## config.mk

```make
export PLATFORM = sky130hd
export DESIGN_NAME = modular_exponentiation
export DESIGN_NICKNAME = d
export VERILOG_FILES = /design/src/modexp_pkg.sv /design/src/modular_exponentiation.sv
export SDC_FILE = /design/constraint.sdc
export NUM_CORES = 1
export LEC_CHECK = 0
export BUFFER_PORTS_ARGS = -buffer_cell sky130_fd_sc_hd__buf_2
export CAP_MARGIN = 40
export CORE_MARGIN = 2
export CORE_UTILIZATION = 55
export DETAILED_ROUTE_END_ITERATION = 7
export GPL_TIMING_DRIVEN = 0
export PLACE_DENSITY_LB_ADDON = 0.05
export SETUP_SLACK_MARGIN = 0.2
export SYNTH_ARGS = -nofsm -noshare
export SYNTH_HDL_FRONTEND = slang
export SYNTH_SLANG_ARGS = --single-unit
```

## constraint.sdc

```tcl
create_clock -name aclk -period 7.25 [get_ports aclk]
set_input_delay 0 -clock aclk [delete_from_list [all_inputs] [get_ports aclk]]
set_output_delay 0 -clock aclk [all_outputs]
set_load 0.005 [all_outputs]
```

## src/modexp_pkg.sv

```systemverilog
// Shared widths, register indexes and the modular shift-add step.
// No dependencies.
package modexp_pkg;

    localparam int MSG_W      = 64;
    localparam int MOD_W      = 32;
    localparam int CFG_IDX_W  = 2;
    localparam int CFG_DATA_W = 64;
    localparam int CNT_W      = $clog2(MSG_W);

    // Configuration register indexes
    localparam logic [CFG_IDX_W-1:0] CFG_EXPONENT = 2'd0;
    localparam logic [CFG_IDX_W-1:0] CFG_MODULUS  = 2'd1;

    // One step of the bit-serial modular unit: (2*r + addend) mod m,
    // valid for r < m and addend < m (sum below 3*m).
    function automatic logic [MOD_W-1:0] mod_step(
        input logic [MOD_W-1:0] r,
        input logic [MOD_W-1:0] addend,
        input logic [MOD_W-1:0] m
    );
        logic [MOD_W+1:0] t;
        logic [MOD_W+1:0] mw;
        mw = {2'b00, m};
        t  = {1'b0, r, 1'b0} + {2'b00, addend};
        if (t >= mw) begin
            t = t - mw;
        end
        if (t >= mw) begin
            t = t - mw;
        end
        return t[MOD_W-1:0];
    endfunction

endpackage

```

## src/modular_exponentiation.sv

```systemverilog
// Top level: right-to-left square-and-multiply modular exponentiation.
// Depends on modexp_pkg.
//
//   channel  | ports                                 | direction
//   ---------+---------------------------------------+----------
//   input    | s_valid s_ready s_message_value       | in
//   result   | m_valid m_ready m_power_result        | out
//   config   | cfg_valid cfg_ready cfg_index cfg_data| in
//
// One item at a time. The base is reduced one message bit per cycle, then each
// modular multiply or square runs on the shared shift-add unit, one multiplier bit
// per cycle. A zero exponent or zero modulus skips straight to the result.
// Reset clears control and sets exponent and modulus to one; the datapath is not reset.
// A result waiting on m_ready holds in the output register; the block then stalls
// before loading the next result.
module modular_exponentiation
    import modexp_pkg::*;
#(
    parameter int EXP_BITS = 64
) (
    input  logic                  aclk,
    input  logic                  aresetn,
    input  logic                  s_valid,
    output logic                  s_ready,
    input  logic [MSG_W-1:0]      s_message_value,
    output logic                  m_valid,
    input  logic                  m_ready,
    output logic [MOD_W-1:0]      m_power_result,
    input  logic                  cfg_valid,
    output logic                  cfg_ready,
    input  logic [CFG_IDX_W-1:0]  cfg_index,
    input  logic [CFG_DATA_W-1:0] cfg_data
);

    typedef enum logic [2:0] {
        ST_IDLE,
        ST_REDUCE,
        ST_EVAL,
        ST_MUL,
        ST_SQR,
        ST_FINISH
    } state_t;

    state_t              state_reg, state_next;
    logic [EXP_BITS-1:0] exponent_reg, exponent_next;
    logic [MOD_W-1:0]    modulus_reg, modulus_next;
    logic [EXP_BITS-1:0] e_reg, e_next;
    logic [MOD_W-1:0]    acc_reg, acc_next;
    logic [MOD_W-1:0]    sq_reg, sq_next;
    logic [MOD_W-1:0]    r_reg, r_next;
    logic [MSG_W-1:0]    scan_reg, scan_next;
    logic [CNT_W-1:0]    cnt_reg, cnt_next;
    logic                m_valid_reg, m_valid_next;
    logic [MOD_W-1:0]    result_reg, result_next;

    logic [MOD_W-1:0]    addend;
    logic [MOD_W-1:0]    step_out;
    logic [EXP_BITS-1:0] e_shift;

    assign s_ready        = (state_reg == ST_IDLE);
    assign cfg_ready      = 1'b1;
    assign m_valid        = m_valid_reg;
    assign m_power_result = result_reg;
    assign e_shift        = e_reg >> 1;

    // Shared unit: reduction feeds one message bit, multiply feeds the base
    assign addend   = (state_reg == ST_REDUCE) ? {{(MOD_W-1){1'b0}}, scan_reg[MSG_W-1]}
                    : (scan_reg[MSG_W-1] ? sq_reg : '0);
    assign step_out = mod_step(r_reg, addend, modulus_reg);

    always_comb begin
        state_next    = state_reg;
        exponent_next = exponent_reg;
        modulus_next  = modulus_reg;
        e_next        = e_reg;
        acc_next      = acc_reg;
        sq_next       = sq_reg;
        r_next        = r_reg;
        scan_next     = scan_reg;
        cnt_next      = cnt_reg;
        m_valid_next  = m_valid_reg && !m_ready;
        result_next   = result_reg;

        // Take configuration writes; indexes past the list are dropped
        if (cfg_valid) begin
            case (cfg_index)
                CFG_EXPONENT: exponent_next = cfg_data[EXP_BITS-1:0];
                CFG_MODULUS:  modulus_next  = cfg_data[MOD_W-1:0];
                default:      ;
            endcase
        end

        case (state_reg)
            ST_IDLE: begin
                if (s_valid) begin
                    e_next = exponent_reg;
                    if (exponent_reg == '0) begin
                        acc_next   = {{(MOD_W-1){1'b0}}, 1'b1};
                        state_next = ST_FINISH;
                    end else if (modulus_reg == '0) begin
                        acc_next   = '0;
                        state_next = ST_FINISH;
                    end else begin
                        acc_next   = {{(MOD_W-1){1'b0}}, 1'b1};
                        r_next     = '0;
                        scan_next  = s_message_value;
                        cnt_next   = CNT_W'(MSG_W - 1);
                        state_next = ST_REDUCE;
                    end
                end
            end
            // Reduce the message, most significant bit first
            ST_REDUCE: begin
                r_next    = step_out;
                scan_next = scan_reg << 1;
                cnt_next  = cnt_reg - 1'b1;
                if (cnt_reg == '0) begin
                    sq_next    = step_out;
                    state_next = ST_EVAL;
                end
            end
            // Pick the next operation for the current exponent bit
            ST_EVAL: begin
                r_next   = '0;
                cnt_next = CNT_W'(MOD_W - 1);
                if (e_reg[0]) begin
                    scan_next  = {acc_reg, {(MSG_W-MOD_W){1'b0}}};
                    state_next = ST_MUL;
                end else begin
                    scan_next  = {sq_reg, {(MSG_W-MOD_W){1'b0}}};
                    state_next = ST_SQR;
                end
            end
            // acc = acc * sq mod m; skip the last square when no bits remain
            ST_MUL: begin
                r_next    = step_out;
                scan_next = scan_reg << 1;
                cnt_next  = cnt_reg - 1'b1;
                if (cnt_reg == '0) begin
                    acc_next = step_out;
                    r_next   = '0;
                    cnt_next = CNT_W'(MOD_W - 1);
                    if (e_shift != '0) begin
                        scan_next  = {sq_reg, {(MSG_W-MOD_W){1'b0}}};
                        state_next = ST_SQR;
                    end else begin
                        state_next = ST_FINISH;
                    end
                end
            end
            // sq = sq * sq mod m, then advance to the next exponent bit
            ST_SQR: begin
                r_next    = step_out;
                scan_next = scan_reg << 1;
                cnt_next  = cnt_reg - 1'b1;
                if (cnt_reg == '0) begin
                    sq_next    = step_out;
                    e_next     = e_shift;
                    state_next = ST_EVAL;
                end
            end
            // Hand the result to the output register once it is free
            ST_FINISH: begin
                if (!m_valid_reg || m_ready) begin
                    m_valid_next = 1'b1;
                    result_next  = acc_reg;
                    state_next   = ST_IDLE;
                end
            end
            default: state_next = ST_IDLE;
        endcase
    end

    always_ff @(posedge aclk) begin
        if (!aresetn) begin
            state_reg    <= ST_IDLE;
            exponent_reg <= EXP_BITS'(1);
            modulus_reg  <= MOD_W'(1);
            m_valid_reg  <= 1'b0;
        end else begin
            state_reg    <= state_next;
            exponent_reg <= exponent_next;
            modulus_reg  <= modulus_next;
            m_valid_reg  <= m_valid_next;
        end
        e_reg      <= e_next;
        acc_reg    <= acc_next;
        sq_reg     <= sq_next;
        r_reg      <= r_next;
        scan_reg   <= scan_next;
        cnt_reg    <= cnt_next;
        result_reg <= result_next;
    end

endmodule

```

==> results of run 1 <==
==> worst max path at each step <==
| stage | from | end | slack [ps] | depth (start not counted) |
|---|---|---|---|---|
| after CTS | state_reg[0] | acc_reg[19] | -450 | 40 |
| final | state_reg[0] | acc_reg[19] | -460 | 40 |
| after detailed placement | state_reg[2] | acc_reg[31] | -2010 | 33 |
| after global placement | state_reg[2] | acc_reg[31] | -1880 | 33 |
| after global routing | state_reg[0] | sq_reg[19] | -610 | 43 |
| after floorplan | state_reg[0] | acc_reg[14] | 180 | 35 |
==> metal layers <==
layer | routed length (um) | vias to the layer above
li1 | - | 8905
met1 | 31090 | 9392
met2 | 30030 | 949
met3 | 5711 | 149
met4 | 2554 | 0
met5 | 0 | -
==> layout by cell type, fill, tap and decap left out, types with 12 or more instances in the layout <==
| cell type | instances |
|---|---|
| dfxtp_1 | 98 |
| o21ai_1 | 15 |
| nand2_1 | 321 |
| a21boi_0 | 104 |
| buf_6 | 21 |
| nand4_1 | 25 |
| a221oi_1 | 33 |
| dlygate4sd3_1 | 129 |
| inv_1 | 67 |
| ha_4 | 21 |
| a21oi_2 | 60 |
| buf_2 | 176 |
| nand3_2 | 15 |
| o21ai_4 | 21 |
| xor2_1 | 17 |
| nand3_1 | 25 |
| clkbuf_16 | 41 |
| a21oi_1 | 117 |
| nor2b_1 | 14 |
| and2_1 | 38 |
| a22o_1 | 33 |
| buf_4 | 87 |
| o211ai_1 | 20 |
| clkbuf_1 | 81 |
| ha_1 | 66 |
| edfxtp_1 | 262 |
| o21a_1 | 22 |
| mux2_2 | 79 |
| nor3_2 | 12 |
| a21o_1 | 25 |
| o21ai_0 | 47 |
| nor3_1 | 18 |
| xnor2_1 | 39 |
| nor4_1 | 44 |
| buf_8 | 12 |
| nor2_1 | 95 |
==> worst reg2reg max path: cells and delay by family, from the launching register on <==
family / cells / cell delay [ps]
compound gates: 14 / 2710
fa+ha+maj: 3 / 820
buf+inv: 14 / 1640
flops: 1 / 320
mux: 1 / 320
simple gates: 8 / 1620
==> timing repair <==
action / CTS / global route
hold endpoints to repair: 161 / 0
gates cloned: 4 / 1
hold buffers: 129 / 0
endpoints found under the setup margin: 96 / 96
gates resized for setup: 270 / 173
pin swaps: 59 / 121
setup buffers: 56 / 34
==> logic make-up (layout without fill, tap and decap cells) <==
logic type      count (synthesis)  in the layout  synth area share
buf+inv                       181            659           0.03392
simple gates                  709            709            0.1578
xor+xnor                       69             69           0.02864
other cells                     1              2         0.0001777
compound gates                630            630            0.2033
mux                            92             92           0.04868
fa+ha+maj                      99             99           0.05977
flops                         362            362            0.4677
==> area by class of cell <==
cell class | instances | area (um2) | share of cell area
inverters | 69 | 259.0 | 0.009144
diodes | 1 | 2.502 | 0.00008835
clock buffers | 51 | 1061 | 0.03746
clock inverters | 21 | 247.7 | 0.008746
flip-flops and latches | 362 | 9874 | 0.3486
plain buffers | 112 | 660.6 | 0.02332
repair buffers | 406 | 3112 | 0.1099
well taps | 511 | 639.4 | 0.02257
multi-input cells | 1600 | 12470 | 0.4402
==> per-stage QoR <==
stage | std cells | hold slack [ps]
after floorplan | 2143 | 124.0
after global placement | 2821 | 250.4
after detailed placement | 2834 | 260.6
after CTS | 3095 | 2.965
after global routing | 3133 | 81.27
final | 3133 | 22.09
==> out/metrics.yaml, run 1 <==
die:
  dieArea_um2: 39950
  rows: 71
  die_h_um: 199.9
  die_w_um: 199.9
  core_um2: 37760
  start_util: 0.5589
  ios: 170
logic_synthesis:
  ys_warn_count: 0
  syn_area_um2: 21100
  synthFlopType: "edfxtp_1"
  synthArstFlopShare: 0
  ys_seq_elements: 362
  yosys.area.top_type_share: 0.3728
  syn_inst: 2143
  synth_most_common_cell: "nand2_1"
  synthTopCellsByArea: "edfxtp_1 37%, dfxtp_1 9.5%, nand2_1 5.8%"
  ys_types: 85
  seq_area_frac_synth: 0.4677
  synth_edf_count: 262
  synth.avg_cell_area_um2: 9.847
  syn_nets: 2377
  ys_top_cells_by_count: "327 x nand2_1, 262 x edfxtp_1, 184 x a21oi_1"
  synth_largest_area_cell: "edfxtp_1"
sta:
  period_share: 1.063
  final.setup_skew_ps: 25.01
  slew_headroom: 0.2587
  timing.setup.tns_ps: -23650
  setup_viol: 96
  worst_pin_slew_ps: 1112
  slew_violations: 0
  setup_slack_ps: -459.1
  rsz0062_at_grt: "true"
  fmax_mhz: 129.7
  period_minus_slack_ps: 7709
  hold_viol: 0
final_layout:
  fin_area_um2: 28320
  fill_cells: 2566
  fin_util: 0.7502
  areaGrowthSynthToFinish_pct: 34.23
  nets: 2824
  final_layout_size_suffix_gt1_frac: 0.2827
worst_setup_path:
  cp-start-kind: "register"
  path_delay_family: "compound AO/OA/AOI/OAI gates"
  end_kind: "register"
  reg2regPathDepth: 40
  cp.buffers_inverters: 14
  regToRegSetupSlack_ps: -460
  slowest_stage: "or4_4"
  worstPathRequired_ps: 7550
  crit_type: "reg2reg"
  path_max_fanout: 7
  arrival_ps: 8010
  r2r_start: "state_reg[0]"
  critPathMaxStageDelay_ps: 500
  worstReg2RegEnd: "acc_reg[19]"
  crit_top_cell: "buf_6"
clocking:
  clockBufferDepth: 3
  cts_buffers: 39
  clock_latency_ps: 570
  clkTransAtPathRegs_ps: 60
  cts_tree: "yes"
  root_buffer: "clkbuf_16"
  clock-sinks: 362
  h-tree-depth: 2
status:
  status: "finished, violations left"
  violations: "negative setup slack"
detailed_routing:
  post_drt_wl_per_cell_um: 22.14
  via_count: 19400
  drt-vias-per-instance: 6.191
  drtIter0Drc: 1834
  dr.pass1.iters: 5
  postRouteWirelength_um: 69380
  ant_nets: 0
  drcViolationCount: 0
min_path:
  hold_path.class: "in2reg"
  min-delay-start: "cfg_index[0]"
  min_path_cells: 4
  whs_endpoint: "modulus_reg[31]"
place:
  hpwlAfterDp_um: 49800
  dpl_cell_area_um2: 22880
  dp_slack_ps: -2008
  gp_congestion: 0.9743
  portBuffers: 167
grt:
  use_met1: 0.5033
  antenna_found_initial: 1
  top_usage_layer: "met2"
  met3_usage: 0.04234
  grt_max_degree: 60
  grtUsageTotal: 0.3399
  gr-total-overflow: 0
  use_met2: 0.5149
  grt_pass1_vias: 18110
  grt_first_pass_wirelength_um: 103100
flow_run:
  drv_cap: 0
Power of run 1 is not shown: default switching activity piles up to over one toggle a cycle in this logic, so the estimate is an artifact.
==> run 2: changes to the inputs <==
--- a/config.mk
+++ b/config.mk
@@ -7,10 +7,14 @@
 export LEC_CHECK = 0
 export BUFFER_PORTS_ARGS = -buffer_cell sky130_fd_sc_hd__buf_2
 export CAP_MARGIN = 40
+export CELL_PAD_IN_SITES_DETAIL_PLACEMENT = 2
+export CELL_PAD_IN_SITES_GLOBAL_PLACEMENT = 2
 export CORE_MARGIN = 2
-export CORE_UTILIZATION = 55
+export CORE_UTILIZATION = 35
+export CTS_CLUSTER_DIAMETER = 150
 export DETAILED_ROUTE_END_ITERATION = 7
 export GPL_TIMING_DRIVEN = 0
+export MAX_ROUTING_LAYER = met4
 export PLACE_DENSITY_LB_ADDON = 0.05
 export SETUP_SLACK_MARGIN = 0.2
 export SYNTH_ARGS = -nofsm -noshare
==> out/metrics.yaml, run 2 (synthesis results as in run 1) <==
status:
  violations: "negative setup slack"  # unchanged
  status: "finished, violations left"  # unchanged
sta:
  setup_slack_ps: -565.8  # was -459.1 ps
  period_minus_slack_ps: 7816  # was 7709 ps
  hold_slack_ps: 32.89  # was 22.09 ps
  worst_pin_slew_ps: 1073  # was 1112 ps
  slew_headroom: 0.2846  # was 0.2587
  final.setup_skew_ps: 15.82  # was 25.01 ps
  rsz0062_at_grt: "true"  # unchanged
  setup_viol: 96  # unchanged
  timing.setup.tns_ps: -40810  # was -23,650 ps
  period_share: 1.078  # was 1.063
  slew_violations: 0  # unchanged
  hold_viol: 0  # unchanged
  fmax_mhz: 127.9  # was 129.7 MHz
clocking:
  cts_buffers: 42  # was 39
  clkTransAtPathRegs_ps: 60  # about the same
  clock-sinks: 362  # unchanged
  clock_latency_ps: 590  # was 570 ps
  clockBufferDepth: 3  # unchanged
  root_buffer: "clkbuf_16"  # unchanged
  cts_tree: "yes"  # unchanged
  h-tree-depth: 2  # unchanged
die:
  core_um2: 60020  # was 37,760 um2
  start_util: 0.3516  # was 0.5589
  dieArea_um2: 62270  # was 39,950 um2
  ios: 170  # unchanged
  rows: 90  # was 71
  die_h_um: 249.5  # was 199.9 um
  die_w_um: 249.5  # was 199.9 um
worst_setup_path:
  r2r_start: "state_reg[1]"  # was state_reg[0]
  worstReg2RegEnd: "r_reg[25]"  # was acc_reg[19]
  path_max_fanout: 10  # was 7
  crit_type: "reg2reg"  # unchanged
  slowest_stage: "a311oi_2"  # was or4_4
  arrival_ps: 8240  # was 8010 ps
  crit_top_cell: "buf_4"  # was buf_6
  reg2regPathDepth: 34  # was 40
  end_kind: "register"  # unchanged
  regToRegSetupSlack_ps: -570  # was -460 ps
  cp-start-kind: "register"  # unchanged
  worstPathRequired_ps: 7680  # was 7550 ps
  critPathMaxStageDelay_ps: 530  # was 500 ps
flow_run:
  drv_cap: 0  # unchanged
detailed_routing:
  drt-vias-per-instance: 5.561  # was 6.191
  via_count: 19070  # was 19,400
  dr.pass1.iters: 4  # was 5
  ant_nets: 0  # unchanged
  post_drt_wl_per_cell_um: 25.46  # was 22.14 um
  postRouteWirelength_um: 87330  # was 69,380 um
  drcViolationCount: 0  # unchanged
  drtIter0Drc: 772  # was 1,834
min_path:
  whs_endpoint: "e_reg[57]"  # was modulus_reg[31]
  min_path_cells: 3  # was 4
  hold_path.class: "in2reg"  # unchanged
  min-delay-start: "s_valid"  # was cfg_index[0]
grt:
  gr-total-overflow: 0  # unchanged
  grt_pass1_vias: 20980  # was 18,110
  grt_first_pass_wirelength_um: 130100  # was 103,100 um
  antenna_found_initial: 3  # was 1
  grt_max_degree: 45  # was 60
  grtUsageTotal: 0.2809  # was 0.3399
place:
  portBuffers: 167  # unchanged
  gp_congestion: 0.8891  # was 0.9743
  hpwlAfterDp_um: 64300  # was 49,800 um
final_layout:
  areaGrowthSynthToFinish_pct: 37.81  # was 34.23%
  final_common_cell: "nand2_1"  # unchanged
  layout_common_cells: "320 x nand2_1, 262 x edfxtp_1, 176 x buf_2, 132 x dlygate4sd3_1, 123 x a21oi_1"  # was 321 x nand2_1, 262 x edfxtp_1, 176 x buf_2, 129 x dlygate4sd3_1, 117 x a21oi_1
  final_layout_size_suffix_gt1_frac: 0.2979  # was 0.2827
  nets: 2845  # was 2,824
-- run 2: changes by cell type in the layout (fill, tap and decap cells not counted), moves of 10 or more --
| cell | before | now |
|---|---|---|
| o21ai_2 | 1 | 15 |
| o21ai_4 | 21 | 11 |
| ha_1 | 66 | 52 |
| ha_4 | 21 | 31 |
| buf_4 | 87 | 108 |
-- run 2: how the worst max path moves through the flow --
stage / from / endpoint / slack [ps] / cells after the start
4_1_cts: state_reg[0] / acc_reg[25] / -570 / 36
5_1_grt: state_reg[1] / r_reg[25] / -890 / 34
6_report: state_reg[1] / r_reg[25] / -570 / 34
3_3_place_gp: state_reg[0] / r_reg[31] / -3100 / 31
3_5_place_dp: state_reg[0] / acc_reg[24] / -2800 / 32
2_1_floorplan: state_reg[0] / acc_reg[14] / 180 / 35
-- run 2: final cells by class --
type                       count  area [um2]
fill                        6080       30940
clock buffer                  52        1110
multi-input combinational   1600       12600
inverter                      69       259.0
buffer                       112       703.2
tap                          782       978.4
antenna                        3       7.507
timing repair buffer         424        3238
sequential                   362        9874
clock inverter                26       304.0
-- run 2: per-stage QoR --
stage	setup slack, ps	cells	util	cell area [um2]
4_1_cts	-570.5	3384	0.4651	27910
3_3_place_gp	-3097	3092	0.3843	23070
3_5_place_dp	-2801	3114	0.3886	23320
5_1_grt	-887.6	3430	0.4845	29080
2_1_floorplan	183.1	2143	-	21250
6_report	-565.8	3430	0.4845	29080
-- run 2: layer usage --
| metal | wire length, um | vias up | global-route usage |
|---|---|---|---|
| met1 | 37230 | 9711 | 0.3338 |
| met3 | 1909 | 118 | 0.02388 |
| met2 | 45340 | 305 | 0.4972 |
| met5 | 0 | - | - |
| li1 | - | 8939 | - |
| met4 | 2853 | 0 | 0.1010 |
-- run 2: critical path: cells and delay by family, from the launching register on --
family / cells / cell delay, ps
buffers and inverters: 7 / 1140
AO/OA/AOI/OAI: 15 / 3490
adder cells (fa/ha/maj): 3 / 1070
flip-flops: 1 / 300
AND/OR/NAND/NOR: 9 / 1640
-- run 2: timing repair --
| item | in CTS | in global routing |
|---|---|---|
| hold buffers | 132 | 0 |
| gates resized for setup | 305 | 171 |
| pin swaps | 64 | 87 |
| gates cloned | 3 | 3 |
| endpoints found under the hold margin | 163 | 0 |
| buffers inserted | 57 | 39 |
| setup endpoints to repair | 96 | 96 |
Power of run 2 is left out for the same reason.
